`config.mk`:
```
export PLATFORM = sky130hd
export DESIGN_NAME = imconv_merge
export DESIGN_NICKNAME = d
export VERILOG_FILES = /design/src/design/imconv_pkg.sv /design/src/design/imconv_merge.sv
export SDC_FILE = /design/constraint.sdc
export NUM_CORES = 1
export LEC_CHECK = 0
export ABC_AREA = 1
export BUFFER_PORTS_ARGS = -buffer_cell sky130_fd_sc_hd__clkbuf_2
export CAP_MARGIN = 5
export CORE_MARGIN = 10
export CORE_UTILIZATION = 40
export DETAILED_ROUTE_END_ITERATION = 10
export GPL_TIMING_DRIVEN = 0
export PLACE_DENSITY = 0.63
export SYNTH_ARGS = -nofsm -noshare
export SYNTH_HDL_FRONTEND = slang
export SYNTH_SLANG_ARGS = --single-unit
```
`constraint.sdc`:
```
create_clock -name clock -period 7.4 [get_ports clock]
set_input_delay 0.74 -clock clock [delete_from_list [all_inputs] [get_ports clock]]
set_output_delay 0.74 -clock clock [all_outputs]
set_load 0.05 [all_outputs]
```
`src/design/imconv_pkg.sv`:
```
// Shared types, sizes and arithmetic helpers for the streaming 2-D convolution.
// No dependencies; every other design file imports this package.
package imconv_pkg;

   localparam int KMAX       = 3;
   localparam int WIN        = 3;
   localparam int TAPS       = WIN * WIN;
   localparam int MAX_WIDTH  = 1024;
   localparam int MAX_HEIGHT = 1024;
   localparam int LANES      = 3;
   localparam int LINE_ROWS  = KMAX + 1;
   localparam int BANK_W     = $clog2(LINE_ROWS);
   localparam int COL_W      = $clog2(MAX_WIDTH);
   localparam int ROW_W      = $clog2(MAX_HEIGHT);
   localparam int DIM_W      = 11;
   localparam int SAMP_W     = 16;
   localparam int PIX_W      = LANES * SAMP_W;
   localparam int PROD_W     = 2 * SAMP_W;
   localparam int LSUM_W     = PROD_W + 4;
   localparam int MSUM_W     = LSUM_W + 2;
   localparam int RES_W      = 24;
   localparam int CIDX_W     = 4;
   localparam int CSR_IDX_W  = 3;

   typedef enum logic [1:0] {
      OP_PIXEL = 2'd0,
      OP_FLUSH = 2'd1,
      OP_COEF  = 2'd2,
      OP_NOP   = 2'd3
   } op_type;

   localparam logic [CSR_IDX_W-1:0] REG_WIDTH    = 3'd0;
   localparam logic [CSR_IDX_W-1:0] REG_HEIGHT   = 3'd1;
   localparam logic [CSR_IDX_W-1:0] REG_KSIZE    = 3'd2;
   localparam logic [CSR_IDX_W-1:0] REG_PRESERVE = 3'd3;
   localparam logic [CSR_IDX_W-1:0] REG_CHANNELS = 3'd4;

   typedef logic signed [SAMP_W-1:0] samp_type;
   typedef logic signed [LSUM_W-1:0] lsum_type;
   typedef logic signed [RES_W-1:0]  res_type;

   typedef struct packed {
      logic                         ec0;
      logic [WIN-1:0][BANK_W-1:0]   bsel;
      logic [TAPS-1:0]              tap_en;
      logic [LANES-1:0]             lane_en;
      logic                         preserve;
      logic [COL_W-1:0]             col;
      logic [ROW_W-1:0]             row;
      logic                         last;
   } emit_meta_type;

   function automatic res_type round_sat(input logic signed [MSUM_W-1:0] acc);
      logic signed [MSUM_W-1:0]    t;
      logic signed [MSUM_W-13:0]   q;
      t = acc + MSUM_W'(2048);
      q = t[MSUM_W-1:12];
      if (q > (MSUM_W-12)'(8388607)) return res_type'(24'h7FFFFF);
      else if (q < -(MSUM_W-12)'(8388608)) return res_type'(24'h800000);
      else return q[RES_W-1:0];
   endfunction

endpackage

```
`src/design/imconv_merge.sv`:
```
// Merge stage: per-lane or summed results, rounded and saturated to Q11.12.
// Depends on imconv_pkg.
module imconv_merge (
   input  logic                  clock,
   input  logic                  ld,
   input  logic                  preserve,
   input  imconv_pkg::lsum_type  sums [imconv_pkg::LANES],
   output imconv_pkg::res_type   res [imconv_pkg::LANES]
);
   import imconv_pkg::*;

   res_type                  res_ff [LANES];
   res_type                  res_in [LANES];
   logic signed [MSUM_W-1:0] total;

   always_comb begin
      total = '0;
      for (int c = 0; c < LANES; c++) total = total + MSUM_W'(sums[c]);
      for (int c = 0; c < LANES; c++) begin
         if (preserve) res_in[c] = round_sat(MSUM_W'(sums[c]));
         else if (c == 0) res_in[c] = round_sat(total);
         else res_in[c] = '0;
      end
   end

   always_ff @(posedge clock) begin
      if (ld) begin
         for (int c = 0; c < LANES; c++) res_ff[c] <= res_in[c];
      end
   end

   assign res = res_ff;

endmodule

```
==> results.txt, run 1 <==
Status -> finished clean
Post-Syn Instances -> 1,221
Synthesized area -> 8840 µm²
# resized after CTS -> 0
Final instance area -> 10,400 µm²
Gpl congestion -> 1.02
Synth unique cells -> 45
Layout cells sized above 1 -> 21.5%
Detailed Route Iter0 Violations -> 557
Net Count, Synth -> 1,440
Initial Util -> 40.6%
Layout Nets -> 1,634
Horiz. Die Dim -> 169 µm
Total negative slack -> 0 ns
Simple-gate area share of the yosys netlist -> 29.8%
CTS clk-pin slew, worst paths -> 0.06 ns
Hold Crit Class -> input port to flop
Synth area leader -> edfxtp_1
Fraction of the yosys area taken by sequential cells -> 24.5%
Max FFs per register -> 72
Max Freq -> 254 MHz
Row cnt -> 54
Crit Path Class -> input port to flop
Required time of the critical path -> 7.48 ns
RSZ-0062 raised after global routing -> false
Main synth FF type -> edfxtp_1
Postcts setup bufs -> 0
Critical Path Start Type -> input port
Gr ovfl total -> 0
Wirelength per Cell -> 16.7 µm
Largest stage delay, worst path -> 0.55 ns
Fin crit share -> 53.2%
# IOs -> 183
Rel. slew slack -> 52.5%
First-pass GRT wire length -> 44,300 µm
Die area -> 28,400 µm²
Core ar. -> 21,800 µm²
Avg Inst Size Synth -> 7.24 µm²
Synth area leaders -> edfxtp_1 (24%), nand2_1 (12%), ha_1 (10%)
Commonest non-fill, non-tap cells in the layout -> nand2_1 (278), inv_1 (222), clkbuf_2 (181)
Area delta synth->final -> 18.2%
Vias in the first global route -> 8,643
Share of Yosys cell area claimed by the top area cell type -> 24.5%
Post-synthesis mux area share -> 0%
Drt pass-1 iters -> 5
Async S/R FF share, synth -> 0%
Synth Area in Compound Gates -> 10.3%
Crit path max fanout -> 10
Drt drc -> 0
Post-Synth XOR/XNOR Area -> 5.85%
Max-Cap Viols -> 0
CTS root buffer -> clkbuf_16
Placed Area -> 10,100 µm²
Commonest non-fill, non-tap cell in the layout -> nand2_1
Endpoints failing hold -> 0
CP max-delay cell -> fa_1
Tmin final -> 3.93 ns
CTS H-Tree Depth -> 3
Adder-Cell Fraction of Synth Area -> 18.3%
Dpl hpwl -> 25,000 µm
Worst path most repeated cell -> nand2_1
Power Dens Cells -> 225 nW/µm²
Leakage power -> 5.37 nW
CP Cell Sequence -> clkbuf_2 -> inv_1 -> fa_1 -> inv_1 -> ha_1 -> ha_1 -> a21oi_1 -> o21bai_1 -> a21oi_1 -> nand3_2 -> nand2_1 -> nand2_1 -> nand2_1 -> nand3_1 -> nand2_2 -> buf_6 -> a21oi_2
DR vias -> 8,518
Die Height -> 169 µm
Cts hold-fix bufs -> 0
Warnings from Yosys -> 0
I/O Buffers -> 182
Maximum buffer depth of the clock tree -> 2
Detailed-route vias per instance -> 5.01
DRT antenna net count -> 0
Final Setup Violations -> 0
Synthesized flop and latch total -> 72
Worst VDD drop -> 0.122 mV
Antenna violations before repair -> 0
Num CTS Buffers -> 9
Arrival time worst endpoint -> 4.02 ns
Tightest Pin Transition -> 0.712 ns
Diode count -> 0
CTS tree -> built
Number of synthesized flops with an enable pin -> 72
CTS Sinks -> 72
Critical Path Sink Type -> flop
Final wirelength -> 28,400 µm
Pins over their slew limit -> 0
Main combinational cell family by area after synthesis -> simple AND/OR/NAND/NOR gates
Total Routing Usage GR -> 19.4%
Largest net degree at the start of global routing -> 49
==> stage by stage <==
step | setup WS, ns | total power [mW] | std cells | hold WS, ns | util [%]
finish | 3.47 | 2.35 | 1700 | 0.817 | 48.0
global route | 3.28 | 2.52 | 1700 | 0.811 | 48.0
CTS | 3.48 | 2.37 | 1700 | 0.808 | 48.0
detailed placement | 3.13 | 1.88 | 1684 | 1.15 | 46.6
global placement | 3.18 | 1.87 | 1683 | 1.15 | 46.4
floorplan | 3.92 | 1.53 | 1221 | 0.852 | -
==> worst paths after layout <==
check | start | endpoint | slack [ns] | depth (start not counted)
max | sums[14] | res[60] | 3.47 | 17
min | sums[15] | res[3] | 0.82 | 3
==> synth_stat cells (2+ instances only) <==
cell,count
or2_2,2
nor3_2,8
edfxtp_1,72
nand2_2,32
ha_1,73
a21oi_1,71
buf_4,2
buf_2,3
nand3_1,65
nor3_1,34
inv_2,5
buf_12,2
xor2_1,53
inv_1,222
o21ai_0,30
o21bai_1,8
o31ai_1,2
nor2_1,118
nor2_4,3
nand3_2,4
xnor2_1,6
o21a_1,2
nand2_1,278
nand3b_1,6
fa_1,35
clkbuf_1,8
nand4_1,16
o21ai_1,2
nor2_2,7
nand4_2,2
buf_6,4
nor4_1,5
a21oi_2,29
==> cell type report <==
class	instances	area, µm²
timing repair buffer	183	941
buffer	19	145
clock buffer	10	229
fill	2206	11300
sequential	72	2160
tap	280	350
multi-input combinational	902	5680
inverter	228	856
clock inverter	6	90.1
==> power by group <==
part | internal (mW) | switching, mW | total [mW]
logic | 0.419 | 0.904 | 1.32
registers | 0.532 | 0.0165 | 0.548
clock network | 0.298 | 0.184 | 0.482
total | 1.25 | 1.10 | 2.35
==> cell families after synthesis <==
logic type / count (synthesis)
XOR/XNOR: 59
AO/OA/AOI/OAI: 150
AND/OR/NAND/NOR: 585
flip-flops: 72
buffers and inverters: 247
adder cells (fa/ha/maj): 108
==> metal layers <==
| layer | GRT usage, % | part of all wire [%] | vias up |
|---|---|---|---|
| li1 | - | - | 4304 |
| met1 | 22.7 | 41 | 3827 |
| met2 | 34.9 | 49 | 323 |
| met3 | 2.96 | 5.4 | 64 |
| met4 | 7.23 | 3.6 | 0 |
| met5 | 0 | 0 | - |
==> worst max-delay path: cells and delay by family <==
kind,cells,cell delay [ns]
buf+inv,4,0.47
simple gates,6,0.83
compound gates,4,0.78
fa+ha+maj,3,1.20
No activity file was read; power rests on OpenSTA's default activity.
==> inputs of run 2 (changes only) <==
--- a/config.mk
+++ b/config.mk
@@ -12,7 +12,7 @@
 export CORE_UTILIZATION = 40
 export DETAILED_ROUTE_END_ITERATION = 10
 export GPL_TIMING_DRIVEN = 0
-export PLACE_DENSITY = 0.63
+export PLACE_DENSITY = 0.66
 export SYNTH_ARGS = -nofsm -noshare
 export SYNTH_HDL_FRONTEND = slang
 export SYNTH_SLANG_ARGS = --single-unit
==> constraint.sdc (replaced) <==
create_clock -name clock -period 3.35 [get_ports clock]
set_input_delay 0.335 -clock clock [delete_from_list [all_inputs] [get_ports clock]]
set_output_delay 0.335 -clock clock [all_outputs]
set_load 0.05 [all_outputs]
==> results.txt, run 2 (synthesized netlist as in run 1, its figures left out) <==
Drt pass-1 iters -> 6 (+1)
Pins over their slew limit -> 0 (unchanged)
Arrival time worst endpoint -> 3.39 ns (-0.63 ns)
Die area -> 28,400 µm² (unchanged)
CP Cell Sequence -> clkbuf_2 -> inv_1 -> fa_1 -> inv_1 -> ha_1 -> ha_2 -> a21oi_1 -> o21ai_1 -> nand2_1 -> nand2_1 -> a21oi_2 -> nand2_2 -> nand2_1 -> nand2_1 -> nand3_1 -> nand2_4 -> buf_12 -> a21oi_2
Crit Path Class -> input port to flop
# IOs -> 183 (unchanged)
DP Cell Count -> 1,684 (unchanged)
Max Freq -> 311 MHz
Critical Path Start Type -> input port
Total Routing Usage GR -> 19.7% (+0.29 points)
First-pass GRT wire length -> 45,100 µm (+1.9%)
Power Dens Cells -> 505 nW/µm² (+120%)
Hold Crit Class -> input port to flop
Tmin final -> 3.22 ns
DRT antenna net count -> 0 (unchanged)
Die Height -> 169 µm (unchanged)
Worst VDD drop -> 0.276 mV (+130%)
I/O Buffers -> 182 (unchanged)
Detailed-route vias per instance -> 5.04 (+0.53%)
CTS H-Tree Depth -> 3 (unchanged)
Gpl congestion -> 1.00 (-1.5%)
Placed Area -> 10,100 µm² (unchanged)
Num CTS Buffers -> 9 (unchanged)
Detailed Route Iter0 Violations -> 578 (+3.8%)
Cell Count, Final, Fillers Out -> 1,703 (+0.18%)
Rel. slew slack -> 53.6% (+1.0 points)
CTS root buffer -> clkbuf_16
CTS tree -> built
Initial Util -> 40.6% (unchanged)
Tightest Pin Transition -> 0.697 ns (-0.0154 ns)
DR vias -> 8,578 (+0.70%)
Area delta synth->final -> 21.3%
Final core utilization -> 49.3% (+1.3 points)
Layout Nets -> 1,637 (+0.18%)
Min-delay src -> sums[17]
CTS clk-pin slew, worst paths -> 0.06 ns (about the same)
Hold EP -> res[5]
Status -> finished clean
Hold path depth -> 3 (unchanged)
Final instance area -> 10,700 µm² (+2.6%)
Dpl hpwl -> 25,100 µm (+0.48%)
CP delay by family, top -> adder cells
Max FFs per register -> 72 (unchanged)
Crit path max fanout -> 10 (unchanged)
Max-Cap Viols -> 0 (unchanged)
Wirelength per Cell -> 17.1 µm (+2.3%)
Crit path buf inv count -> 4 (unchanged)
CP max-delay cell -> fa_1
Gr ovfl total -> 0 (unchanged)
Drt drc -> 0 (unchanged)
Horiz. Die Dim -> 169 µm (unchanged)
Endpoints failing hold -> 0 (unchanged)
Vias in the first global route -> 8,748 (+1.2%)
Final Setup Violations -> 0 (unchanged)
Required time of the critical path -> 3.52 ns (-3.96 ns)
Worst path most repeated cell -> nand2_1
Commonest non-fill, non-tap cells in the layout -> nand2_1 (276), inv_1 (222), clkbuf_2 (181)
Largest stage delay, worst path -> 0.55 ns (about the same)
Fin crit share -> 96.1%
Critical Path Sink Type -> flop
Leakage power -> 5.39 nW (+0.30%)
Fill count -> 2,174 (-1.5%)
Largest net degree at the start of global routing -> 49 (unchanged)
Antenna violations before repair -> 1 (+1)
Core ar. -> 21,800 µm² (unchanged)
Row cnt -> 54 (unchanged)
CTS Sinks -> 72 (unchanged)
Maximum buffer depth of the clock tree -> 2 (unchanged)
Final wirelength -> 29,100 µm (+2.5%)
Layout cells sized above 1 -> 24.3% (+2.8 points)
Commonest non-fill, non-tap cell in the layout -> nand2_1
run 2: repair_timing:
item	4_1_cts	5_1_grt
hold buffers	0	0
setup buffers	0	3
setup endpoints to repair	20	23
pin swaps	0	5
gates resized for setup	7	46
run 2: worst max path at each step:
| stage | cells after the start | start | slack (ns) | end |
|---|---|---|---|---|
| 5_1_grt | 18 | sums[15] | -0.02 | res[60] |
| 3_3_place_gp | 17 | sums[14] | -0.46 | res[60] |
| 3_5_place_dp | 17 | sums[14] | -0.48 | res[60] |
| 6_report | 18 | sums[23] | 0.13 | res[60] |
| 4_1_cts | 17 | sums[14] | 0.0004 | res[60] |
| 2_1_floorplan | 16 | sums[14] | 0.28 | res[52] |
run 2: area by class of cell:
class | instances | area (µm²) | share of cell area (%)
Antenna cell | 1 | 2.50 | 0.0233
Inverter | 228 | 856 | 7.98
Clock inverter | 6 | 92.6 | 0.864
Sequential cell | 72 | 2160 | 20.2
Buffer | 19 | 163 | 1.52
Multi-Input combinational cell | 902 | 5910 | 55.1
Tap cell | 280 | 350 | 3.27
Timing Repair Buffer | 186 | 963 | 8.99
Clock buffer | 9 | 225 | 2.10
run 2: through the flow:
stage | power, mW | TNS [ns] | setup WS (ns) | hold WS [ns]
after global placement | 4.13 | -9.34 | -0.463 | 0.746
after global routing | 5.77 | -0.0200 | -0.0161 | 0.455
after CTS | 5.25 | 0 | 0.000365 | 0.407
after floorplan | 3.39 | 0 | 0.275 | 0.447
final | 5.41 | 0 | 0.131 | 0.417
after detailed placement | 4.15 | -9.97 | -0.485 | 0.751
run 2: worst min-delay path, delay by kind of cell:
family | cells | cell delay [ns]
compound gates | 1 | 0.13
xor+xnor | 1 | 0.07
buf+inv | 1 | 0.11
run 2: power breakdown:
group / switching [mW] / total [mW] / internal (mW)
Combinational: 2.07 / 3.12 / 1.05
Clock: 0.424 / 1.08 / 0.654
Sequential: 0.0383 / 1.21 / 1.17
run 2: layer usage:
layer	up-vias	wire [µm]	GRT usage, %
li1	4313	-	-
met1	3890	11900	23.2
met2	304	14400	35.0
met3	71	1590	3.03
met4	0	1120	7.87
met5	-	0	0
