**src/design/imconv_pkg.sv**
```systemverilog
// Shared types, sizes and arithmetic helpers for the streaming 2-D convolution.
// No dependencies; every other design file imports this package.
package imconv_pkg;

   localparam int KMAX       = 3;
   localparam int WIN        = 3;
   localparam int TAPS       = WIN * WIN;
   localparam int MAX_WIDTH  = 1024;
   localparam int MAX_HEIGHT = 1024;
   localparam int LANES      = 3;
   localparam int LINE_ROWS  = KMAX + 1;
   localparam int BANK_W     = $clog2(LINE_ROWS);
   localparam int COL_W      = $clog2(MAX_WIDTH);
   localparam int ROW_W      = $clog2(MAX_HEIGHT);
   localparam int DIM_W      = 11;
   localparam int SAMP_W     = 16;
   localparam int PIX_W      = LANES * SAMP_W;
   localparam int PROD_W     = 2 * SAMP_W;
   localparam int LSUM_W     = PROD_W + 4;
   localparam int MSUM_W     = LSUM_W + 2;
   localparam int RES_W      = 24;
   localparam int CIDX_W     = 4;
   localparam int CSR_IDX_W  = 3;

   typedef enum logic [1:0] {
      OP_PIXEL = 2'd0,
      OP_FLUSH = 2'd1,
      OP_COEF  = 2'd2,
      OP_NOP   = 2'd3
   } op_type;

   localparam logic [CSR_IDX_W-1:0] REG_WIDTH    = 3'd0;
   localparam logic [CSR_IDX_W-1:0] REG_HEIGHT   = 3'd1;
   localparam logic [CSR_IDX_W-1:0] REG_KSIZE    = 3'd2;
   localparam logic [CSR_IDX_W-1:0] REG_PRESERVE = 3'd3;
   localparam logic [CSR_IDX_W-1:0] REG_CHANNELS = 3'd4;

   typedef logic signed [SAMP_W-1:0] samp_type;
   typedef logic signed [LSUM_W-1:0] lsum_type;
   typedef logic signed [RES_W-1:0]  res_type;

   typedef struct packed {
      logic                         ec0;
      logic [WIN-1:0][BANK_W-1:0]   bsel;
      logic [TAPS-1:0]              tap_en;
      logic [LANES-1:0]             lane_en;
      logic                         preserve;
      logic [COL_W-1:0]             col;
      logic [ROW_W-1:0]             row;
      logic                         last;
   } emit_meta_type;

   function automatic res_type round_sat(input logic signed [MSUM_W-1:0] acc);
      logic signed [MSUM_W-1:0]    t;
      logic signed [MSUM_W-13:0]   q;
      t = acc + MSUM_W'(2048);
      q = t[MSUM_W-1:12];
      if (q > (MSUM_W-12)'(8388607)) return res_type'(24'h7FFFFF);
      else if (q < -(MSUM_W-12)'(8388608)) return res_type'(24'h800000);
      else return q[RES_W-1:0];
   endfunction

endpackage

```
**src/design/imconv_ctl.sv**
```systemverilog
// Front control: registers, kernel coefficients, raster counters, emit decision.
// Depends on imconv_pkg.
module imconv_ctl (
   input  logic                              clock,
   input  logic                              reset,
   input  logic                              csr_valid,
   input  logic [imconv_pkg::CSR_IDX_W-1:0]  csr_index,
   input  logic [imconv_pkg::DIM_W-1:0]      csr_data,
   input  logic                              accept,
   input  logic [1:0]                        op,
   input  logic [imconv_pkg::CIDX_W-1:0]     coef_index,
   input  imconv_pkg::samp_type              coef_value,
   output logic                              wr_en,
   output logic [imconv_pkg::BANK_W-1:0]     wr_bank,
   output logic [imconv_pkg::COL_W-1:0]      wr_col,
   output logic [imconv_pkg::COL_W-1:0]      rd_col_a,
   output logic [imconv_pkg::COL_W-1:0]      rd_col_b,
   output logic                              emit,
   output imconv_pkg::emit_meta_type         meta,
   output imconv_pkg::samp_type              coef_sel [imconv_pkg::TAPS]
);
   import imconv_pkg::*;

   logic [DIM_W-1:0] width_ff, height_ff;
   logic [1:0]       ksize_ff, chans_ff;
   logic             preserve_ff;
   samp_type         coef_ff [TAPS];
   logic [COL_W-1:0] in_col_ff, in_col_in, emit_col_ff, emit_col_in;
   logic [ROW_W-1:0] in_row_ff, in_row_in, emit_row_ff, emit_row_in;
   logic             frame_in_ff, frame_in_in;

   logic [DIM_W-1:0] w_eff, h_eff, w_m1_full, h_m1_full;
   logic [COL_W-1:0] wm1, nx;
   logic [ROW_W-1:0] hm1, ny, row_m1, row_p1;
   logic [COL_W-1:0] ic_n;
   logic [ROW_W-1:0] ir_n;
   logic             fi_n, look, tick, last, restart;
   logic [1:0]       nch;
   int               jj, ii, ks, p, idx;

   always_comb begin
      w_eff = (width_ff == '0) ? DIM_W'(1) :
              (width_ff > DIM_W'(MAX_WIDTH)) ? DIM_W'(MAX_WIDTH) : width_ff;
      h_eff = (height_ff == '0) ? DIM_W'(1) :
              (height_ff > DIM_W'(MAX_HEIGHT)) ? DIM_W'(MAX_HEIGHT) : height_ff;
      w_m1_full = w_eff - DIM_W'(1);
      h_m1_full = h_eff - DIM_W'(1);
      wm1 = w_m1_full[COL_W-1:0];
      hm1 = h_m1_full[ROW_W-1:0];
      look = (ksize_ff == 2'd3);
      nch = (chans_ff == 2'd0) ? 2'd1 : chans_ff;
   end

   // pixel write and input raster advance
   always_comb begin
      wr_en = accept && (op == OP_PIXEL) && !frame_in_ff
              && (in_col_ff <= wm1) && (in_row_ff <= hm1);
      wr_bank = in_row_ff[BANK_W-1:0];
      wr_col = in_col_ff;
      ic_n = in_col_ff;
      ir_n = in_row_ff;
      fi_n = frame_in_ff;
      if (wr_en) begin
         if (in_col_ff == wm1) begin
            ic_n = '0;
            if (in_row_ff == hm1) begin
               ir_n = '0;
               fi_n = 1'b1;
            end else begin
               ir_n = in_row_ff + ROW_W'(1);
            end
         end else begin
            ic_n = in_col_ff + COL_W'(1);
         end
      end
   end

   // emit decision
   always_comb begin
      nx = (look && emit_col_ff != wm1) ? emit_col_ff + COL_W'(1) : emit_col_ff;
      ny = (look && emit_row_ff != hm1) ? emit_row_ff + ROW_W'(1) : emit_row_ff;
      tick = accept && (op == OP_PIXEL || op == OP_FLUSH);
      emit = tick && (fi_n || ny < ir_n || (ny == ir_n && nx < ic_n));
      last = (emit_col_ff == wm1) && (emit_row_ff == hm1);
      rd_col_a = emit_col_ff;
      rd_col_b = (emit_col_ff == wm1) ? emit_col_ff : emit_col_ff + COL_W'(1);
      row_m1 = (emit_row_ff == '0) ? '0 : emit_row_ff - ROW_W'(1);
      row_p1 = (emit_row_ff == hm1) ? emit_row_ff : emit_row_ff + ROW_W'(1);
   end

   always_comb begin
      ks = int'(ksize_ff);
      p = ksize_ff[1] ? 1 : 0;
      meta.ec0 = (emit_col_ff == '0);
      meta.bsel[0] = row_m1[BANK_W-1:0];
      meta.bsel[1] = emit_row_ff[BANK_W-1:0];
      meta.bsel[2] = row_p1[BANK_W-1:0];
      meta.preserve = preserve_ff;
      meta.col = emit_col_ff;
      meta.row = emit_row_ff;
      meta.last = last;
      for (int c = 0; c < LANES; c++) begin
         meta.lane_en[c] = (c < int'(nch));
      end
      for (int a = 0; a < WIN; a++) begin
         for (int b = 0; b < WIN; b++) begin
            jj = a - 1 + p;
            ii = b - 1 + p;
            meta.tap_en[a*WIN+b] = (ks != 0) && (jj >= 0) && (jj < ks)
                                   && (ii >= 0) && (ii < ks);
            idx = meta.tap_en[a*WIN+b] ? jj * ks + ii : 0;
            coef_sel[a*WIN+b] = coef_ff[idx[CIDX_W-1:0]];
         end
      end
   end

   // counter next values
   always_comb begin
      in_col_in = ic_n;
      in_row_in = ir_n;
      frame_in_in = fi_n;
      emit_col_in = emit_col_ff;
      emit_row_in = emit_row_ff;
      restart = csr_valid && (csr_index == REG_WIDTH || csr_index == REG_HEIGHT
                              || csr_index == REG_KSIZE);
      if (emit) begin
         if (last) begin
            in_col_in = '0;
            in_row_in = '0;
            frame_in_in = 1'b0;
            emit_col_in = '0;
            emit_row_in = '0;
         end else if (emit_col_ff == wm1) begin
            emit_col_in = '0;
            emit_row_in = emit_row_ff + ROW_W'(1);
         end else begin
            emit_col_in = emit_col_ff + COL_W'(1);
         end
      end
      if (restart) begin
         in_col_in = '0;
         in_row_in = '0;
         frame_in_in = 1'b0;
         emit_col_in = '0;
         emit_row_in = '0;
      end
   end

   always_ff @(posedge clock) begin
      if (reset) begin
         width_ff <= DIM_W'(1024);
         height_ff <= DIM_W'(1024);
         ksize_ff <= 2'd3;
         preserve_ff <= 1'b1;
         chans_ff <= 2'd3;
         in_col_ff <= '0;
         in_row_ff <= '0;
         emit_col_ff <= '0;
         emit_row_ff <= '0;
         frame_in_ff <= 1'b0;
         for (int t = 0; t < TAPS; t++) coef_ff[t] <= '0;
      end else begin
         in_col_ff <= in_col_in;
         in_row_ff <= in_row_in;
         emit_col_ff <= emit_col_in;
         emit_row_ff <= emit_row_in;
         frame_in_ff <= frame_in_in;
         if (csr_valid) begin
            case (csr_index)
               REG_WIDTH:    width_ff <= csr_data;
               REG_HEIGHT:   height_ff <= csr_data;
               REG_KSIZE:    ksize_ff <= csr_data[1:0];
               REG_PRESERVE: preserve_ff <= csr_data[0];
               REG_CHANNELS: chans_ff <= csr_data[1:0];
               default: ;
            endcase
         end
         if (accept && op == OP_COEF && coef_index < CIDX_W'(TAPS)) begin
            coef_ff[coef_index] <= coef_value;
         end
      end
   end

endmodule

```
**config.mk**
```make
export PLATFORM = sky130hd
export DESIGN_NAME = imconv_ctl
export DESIGN_NICKNAME = d
export VERILOG_FILES = /design/src/design/imconv_pkg.sv /design/src/design/imconv_ctl.sv
export SDC_FILE = /design/constraint.sdc
export NUM_CORES = 1
export LEC_CHECK = 0
export ABC_CLOCK_PERIOD_IN_PS = 7050
export BUFFER_PORTS_ARGS = -buffer_cell sky130_fd_sc_hd__buf_2
export CORE_AREA = 2 2 293 295
export CTS_CLUSTER_DIAMETER = 30
export DETAILED_ROUTE_END_ITERATION = 16
export DIE_AREA = 0 0 295 297
export SLEW_MARGIN = 0
export SYNTH_ARGS = -nofsm -noshare
export SYNTH_HDL_FRONTEND = slang
export SYNTH_SLANG_ARGS = --single-unit
```
**constraint.sdc**
```tcl
create_clock -name clock -period 7.05 [get_ports clock]
set_clock_uncertainty 0.2 [all_clocks]
set_input_delay 0.3525 -clock clock [delete_from_list [all_inputs] [get_ports clock]]
set_output_delay 0.3525 -clock clock [all_outputs]
set_load 0.02 [all_outputs]
```
==> results by group, run 1 <==
Clock tree
  – Num Clock Sinks: 324
  – Clock transition at path regs: 0.04 ns
  – Number of CTS-inserted buffers: 80
  – Clock Path Buffers: 3
  – H-tree depth: 3
  – Clock latency on the worst-skew pair: 0.62 ns
  – CTS tree: yes
  – Root Buffer: clkbuf_16

Finish
  – Area Overhead vs Synth: 29.0%
  – Antenna Cells: 0
  – Nets: 2396
  – Share of cells above drive strength 1: 28.6%
  – Finished Core Util: 32.0%

Logic synthesis
  – Area contributors post-synth: edfxtp_1, mux4_2, dfxtp_1, and2_1, nand2_1
  – Register area share after synthesis: 43.1%
  – Post-Synth XOR/XNOR Area: 2.45%
  – Simple-Gate Fraction of Synth Area: 17.3%
  – Post-synthesis mux area share: 18.6%
  – Largest family of logic cells by synthesized area: multiplexers
  – Synth Area in Compound Gates: 11.3%
  – Most common library cells after synthesis: edfxtp_1, nand2_1, and2_1
  – Area leader, netlist: edfxtp_1
  – Most common cell in the netlist: edfxtp_1
  – Synthesis-stage register bit count: 324
  – Synth Area in Adders: 3.34%
  – Ys async rst share: 0%
  – Mapped Area: 0.0210 sq mm
  – Predominant post-synthesis flop cell: edfxtp_1
  – Avg Cell Area, Syn: 10.9 sq um
  – Synth top area share: 36.7%
  – EDFF count, synth: 256
  – Number of distinct library cells after synthesis: 84
  – Syn. warnings: 0
  – Cells after synthesis: 1917

GRT
  – Global Route Usage Sum: 16.7%
  – Largest net degree at the start of global routing: 68
  – Remaining Overflow, GRT: 0
  – First-pass GRT wire length: 109000 um
  – Initial antenna violation count: 9
  – Vias in the first global route: 17000

Power and ir drop
  – Leak: 0.0109 uW
  – Pwr dens: 248 mW/mm^2
  – Clk pwr share: 54.2%
  – Int Power: 4900 uW
  – Peak VDD IR: 196 uV
  – Net Sw Power: 1800 uW
  – Sequential power share: 33.8%
  – Switch share: 26.9%
  – Comb pwr share: 12.0%

STA
  – Slew HR: 26.8%
  – Final Hold Viols: 0
  – Tmin final: 6.73 ns
  – Final setup violation count: 0
  – Fmax: 149 MHz
  – Final slew viol count: 0
  – Worst-margin pin slew: 1.09 ns
  – Final period utilization: 95.5%
  – Min Hold Slack: 0.0923 ns
  – Fin worst setup slack: 0.320 ns

Detailed routing
  – Met3 wire len: 8280 um
  – Residual DRC count: 0
  – Final WL: 75100 um
  – Wl on met1: 29800 um
  – Vias/cell: 5.05
  – Vias: 17700
  – Final ANT Viol Nets: 0
  – Starting DRC count in detailed routing: 1645
  – DR top layer: met5
  – WL per Instance: 21.4 um
  – First drt pass iteration count: 5
  – Routed met2 length: 34700 um

Die
  – Core area: 0.0845 sq mm
  – Die width: 295 um
  – Die area: 0.0876 sq mm
  – IO Count: 259
  – Initial Util: 24.8%
  – Cell Rows: 107
  – Die Y: 297 um

Critical path
  – Worst EP arrival: 6.18 ns
  – R2R setup slack: 0.54 ns
  – Crit Path Category: reg2out
  – Critical Path Sink Type: primary output
  – Worst endpoint required time: 6.50 ns
  – Reg2Reg Depth: 26
  – Max Fanout on Critical Path: 8
  – R2R Path End: emit_row_ff[9]$_SDFFE_PP0P_
  – Worst flop-to-flop path startpoint: width_ff[6]$_SDFFE_PP0P_
  – Nature of the critical path startpoint: flop

Job
  – Max Cap Viol: 0

Min path
  – Hold_sp: reset
  – Worst hold-check path type: in2reg
  – Worst Hold Depth: 2
  – Worst Hold Path EP: width_ff[9]$_SDFFE_PP0P_

Place
  – Pre-CTS setup slack: 0.188 ns
  – Post-DP HPWL: 50600 um
  – Gpl congestion: 0.902
  – I/O Buffers: 257

Status
  – Status: completed
-- registers in the layout, indices dropped and copies added (netlist names) --
name	count
coef_ff	256
height_ff	11
width_ff	11
emit_row_ff	10
in_row_ff	10
rd_col_a	10
wr_col	10
chans_ff	2
ksize_ff	2
frame_in_ff	1
preserve_ff	1
-- metrics by stage --
stage          instance area, sq um  setup TNS, ns  power [uW]  cells
2_1_floorplan                 21400              0        2760   2028
3_3_place_gp                  23900              0        3070   3327
3_5_place_dp                  23900              0        3070   3327
4_1_cts                       27000              0        6750   3505
5_1_grt                       27100        -0.0267        6920   3508
6_report                      27100              0        6700   3508
-- layout by cell type, fill, tap and decap left out, types with 10 or more instances in the layout --
master,netlist,layout
edfxtp_1,256,256
mux2i_1,58,58
nand3_1,27,27
nor3_1,29,22
conb_1,2,113
xor2_1,15,15
dfxtp_1,68,60
and2_1,165,163
buf_2,6,257
clkbuf_1,101,10
nand4_1,22,22
ha_1,56,53
xnor2_1,41,40
nor2b_1,37,37
o22ai_1,11,11
or2_2,10,10
clkinvlp_4,0,10
clkinv_2,0,19
mux4_2,130,130
a211oi_1,41,41
mux2_2,33,33
and3_1,19,19
dlygate4sd3_1,0,32
nand2_1,230,225
clkinv_1,3,11
a31oi_1,42,42
nor2_1,102,99
buf_4,24,56
clkbuf_16,0,80
o211ai_1,20,20
inv_1,31,31
o21ai_0,68,65
nand2b_1,15,15
a21oi_1,82,82
-- critical path, cell delays in order (launching register included) --
cell and delay (ns):
dfxtp_2 0.36, or4_1 0.59, o311a_1 0.38, a221oi_2 0.36, ha_1 0.31, or3_1 0.35
a21oi_1 0.15, o21a_1 0.12, a31o_2 0.19, nor4b_2 0.22, buf_4 0.17, and4_1 0.22
and3_1 0.18, xor2_1 0.21, nand2_1 0.10, ha_1 0.31, nand3_1 0.11, nor2_1 0.15
o211ai_1 0.11, o211ai_1 0.14, nand4_1 0.24, a31oi_1 0.20, buf_4 0.19, nor2_1 0.06
buf_2 0.17
-- metal layers --
metal	GRT usage (%)	vias to the layer above
met2	26.5	979
met1	21.7	8649
met3	5.06	157
li1	-	7917
met4	5.27	8
met5	0	-
-- cells by family after synthesis --
group / Yosys count
simple gates: 705
compound gates: 360
xor+xnor: 57
flops: 324
buf+inv: 191
mux: 222
other cells: 2
fa+ha+maj: 56
-- area by class of cell --
cell class | instances | area (sq um)
Timing Repair Buffer | 346 | 2050
Clock buffer | 93 | 2080
Multi-Input combinational cell | 1513 | 11700
Inverter | 35 | 134
Clock inverter | 53 | 608
Tap cell | 1144 | 1430
Fill cell | 8584 | 57400
Sequential cell | 324 | 9060
-- worst max-delay path by stage --
stage                                    from                          end  slack (ns)
CTS                 height_ff[5]$_SDFFE_PP0P_                         emit        0.01
floorplan           height_ff[8]$_SDFFE_PP0P_     rd_col_a[2]$_SDFFE_PP0P_        0.08
global route        height_ff[5]$_SDFFE_PP0P_                         emit       -0.03
finish              height_ff[5]$_SDFFE_PP0P_                         emit        0.32
detailed placement  height_ff[8]$_SDFFE_PP0P_  emit_row_ff[9]$_SDFFE_PP0P_        0.19
global placement    height_ff[8]$_SDFFE_PP0P_  emit_row_ff[8]$_SDFFE_PP0P_        0.28
-- power by group through the flow --
stage / Combinational [uW] / Sequential, uW / Clock, uW
5_1_grt: 857 / 2280 / 3790
3_3_place_gp: 781 / 2290 / 0
3_5_place_dp: 782 / 2290 / 0
4_1_cts: 800 / 2260 / 3690
2_1_floorplan: 500 / 2260 / 0
6_report: 804 / 2260 / 3630
-- timing repair --
action,CTS,global route
hold buffers,32,0
hold endpoints to repair,161,0
endpoints found under the setup margin,1,9
pin swaps,0,3
gates cloned,0,0
gates resized for setup,4,25
setup buffers,0,3
No activity file was read; power rests on OpenSTA's default activity.
==> run 2: changes to the inputs <==
--- a/config.mk
+++ b/config.mk
@@ -7,10 +7,13 @@
 export LEC_CHECK = 0
 export ABC_CLOCK_PERIOD_IN_PS = 7050
 export BUFFER_PORTS_ARGS = -buffer_cell sky130_fd_sc_hd__buf_2
-export CORE_AREA = 2 2 293 295
+export CELL_PAD_IN_SITES_DETAIL_PLACEMENT = 1
+export CELL_PAD_IN_SITES_GLOBAL_PLACEMENT = 2
+export CORE_AREA = 2 2 248 250
 export CTS_CLUSTER_DIAMETER = 30
 export DETAILED_ROUTE_END_ITERATION = 16
-export DIE_AREA = 0 0 295 297
+export DIE_AREA = 0 0 250 252
+export PLACE_DENSITY_LB_ADDON = 0.1
 export SLEW_MARGIN = 0
 export SYNTH_ARGS = -nofsm -noshare
 export SYNTH_HDL_FRONTEND = slang
==> run 2 against run 1 <==
Final cell count down 9.2%. Final area up 1.3%. Combinational power up 0.6%. Largest cell class unchanged. Highest routed layer unchanged.
==> results by group, run 2 (synthesis results as in run 1) <==
GRT
  – Global Route Usage Sum: 25.6%
  – Met3 usage: 5.20%
  – First-pass GRT wire length: 120000 um
  – Met1 Usage GRT: 32.4%
  – Remaining Overflow, GRT: 0
  – Vias in the first global route: 18700
  – Initial antenna violation count: 6
  – Largest net degree at the start of global routing: 65
  – Most Crowded Layer GR: met2
  – Routing usage on met2: 42.9%

Die
  – IO Count: 259
  – Initial Util: 34.9%
  – Core area: 0.0601 sq mm
  – Die area: 0.0630 sq mm
  – Cell Rows: 90
  – Die Y: 252 um
  – Die width: 250 um

Critical path
  – Critical path buffers and inverters: 3
  – Nature of the critical path startpoint: flop
  – Most frequent CP cell: nor2_1
  – Crit path launch: height_ff[5]$_SDFFE_PP0P_
  – CP max stage cell: or4_4
  – Max incr delay on CP: 0.54 ns
  – Max Fanout on Critical Path: 12
  – Critical Path Sink Type: primary output
  – Worst EP arrival: 6.16 ns
  – Worst flop-to-flop path startpoint: height_ff[5]$_SDFFE_PP0P_
  – CP top delay family: compound AO/OA/AOI/OAI gates
  – Crit Path Category: reg2out
  – Critical Path, Cell by Cell: or4_4 -> o311a_1 -> a221oi_2 -> ha_1 -> or3_1 -> a21oi_2 -> o21a_1 -> a31o_4 -> nor4b_2 -> buf_4 -> buf_4 -> o2111ai_1 -> nor2_1 -> xor2_1 -> nand2_1 -> ha_1 -> nand4_1 -> nor2_1 -> a211oi_1 -> and3_1 -> o211ai_1 -> a31o_2 -> nor2_1 -> buf_2
  – Worst endpoint required time: 6.50 ns

Detailed routing
  – Final ANT Viol Nets: 0
  – Vias: 17900
  – Starting DRC count in detailed routing: 1109
  – Residual DRC count: 0
  – Final WL: 81500 um
  – Vias/cell: 5.62
  – WL per Instance: 25.6 um
  – First drt pass iteration count: 5

Power and ir drop
  – Pwr dens: 274 mW/mm^2
  – Leak: 0.0113 uW
  – Peak VDD IR: 208 uV

Clock tree
  – H-tree depth: 3
  – Root Buffer: clkbuf_16
  – Num Clock Sinks: 324
  – Number of CTS-inserted buffers: 94
  – CTS tree: yes
  – Clock transition at path regs: 0.05 ns
  – Clock Path Buffers: 3
  – Clock latency on the worst-skew pair: 0.63 ns

STA
  – Final slew viol count: 0
  – Worst-margin pin slew: 1.09 ns
  – Fin worst setup slack: 0.337 ns
  – Final period utilization: 95.2%
  – Tmin final: 6.71 ns
  – Final Hold Viols: 0
  – Fmax: 149 MHz
  – Final setup violation count: 0
  – Slew HR: 27.1%

Place
  – Gpl congestion: 0.861
  – Area after DPL: 0.0235 sq mm
  – I/O Buffers: 257
  – Pre-CTS setup slack: 0.0707 ns
  – Post-DP HPWL: 54400 um

Job
  – Max Cap Viol: 0

Finish
  – Area Overhead vs Synth: 30.7%
  – Finished Core Util: 45.6%
  – Largest Register: coef_ff
  – Nets: 2417
  – Regs by FF count: coef_ff (256), height_ff (11), width_ff (11)
  – Fill count: 6567
  – Design area: 0.0274 sq mm
  – Commonest non-fill, non-tap cell in the layout: buf_2
  – Most frequent cells in the layout: buf_2, edfxtp_1, nand2_1
  – Max FFs per register: 256
  – Share of cells above drive strength 1: 29.7%

Status
  – Status: completed

Min path
  – Worst hold-check path type: in2reg
  – Hold_sp: reset
run 2: cell types whose count changed in the layout (fill, tap and decap cells not counted), sizes merged:
| cell | previous run | this run |
|---|---|---|
| buf | 314 | 321 |
| bufinv | 8 | 17 |
| clkbuf | 93 | 112 |
| clkinv | 33 | 36 |
| clkinvlp | 10 | 9 |
| diode | 0 | 3 |
| inv | 37 | 35 |
run 2: area by class of cell:
cell class	count	area, sq um	area share, %
multi-input cells	1513	11800	43.0
flip-flops and latches	324	9070	33.1
clock buffers	112	2480	9.05
repair buffers	353	2110	7.71
well taps	782	978	3.57
clock inverters	62	845	3.08
inverters	35	135	0.493
diodes	3	7.51	0.0274
run 2: final timing paths:
path	to	slack [ns]	depth (start not counted)
max reg2reg	emit_row_ff[2]$_SDFFE_PP0P_	0.47	25
max	emit	0.34	24
min reg2reg	preserve_ff$_SDFFE_PP1P_	0.29	2
min	height_ff[4]$_SDFFE_PP0P_	0.05	2
run 2: through the flow:
step                cells  total power, uW  setup TNS [ns]  hold WS, ns
floorplan            2028             2760               0        0.233
global placement     2963             3070               0        0.271
detailed placement   2963             3080               0        0.279
CTS                  3170             7570               0       0.0256
global route         3182             7750         -0.0287       0.0589
finish               3184             7510               0       0.0516
run 2: worst register-to-register path, stage by stage (launching register included):
cell	delay, ns
dfxtp_4	0.36
or4_4	0.55
o311a_1	0.42
a221oi_2	0.31
ha_1	0.29
or3_1	0.37
a21oi_2	0.16
o21a_1	0.14
a31o_4	0.15
nor4b_2	0.21
buf_4	0.20
buf_4	0.12
o2111ai_1	0.14
nor2_1	0.16
xor2_1	0.18
nand2_1	0.08
ha_1	0.31
nand4_1	0.13
nor2_1	0.10
a211oi_1	0.22
and3_1	0.18
o211ai_1	0.08
a31o_2	0.32
or3_4	0.53
or4_1	0.43
a21oi_1	0.15
run 2: what timing repair did:
item                                   4_1_cts  5_1_grt
hold buffers                                32        0
endpoints found under the hold margin      164        0
pin swaps                                    1        8
resized for setup                            7       36
setup buffers                                1       11
setup endpoints to repair                    1       18
run 2: per-layer routing:
layer	wire [um]	part of all wire, %
met2	39200	48
met4	2800	3.4
met3	5790	7.1
met5	24	0.029
met1	33700	41
run 2: where the power goes:
part	internal [uW]	total [uW]	leakage, uW	switching [uW]
sequential	2180	2270	0.00302	88.4
combinational	309	809	0.00670	500
clock	3110	4440	0.00159	1320
total	5600	7510	0.0113	1910
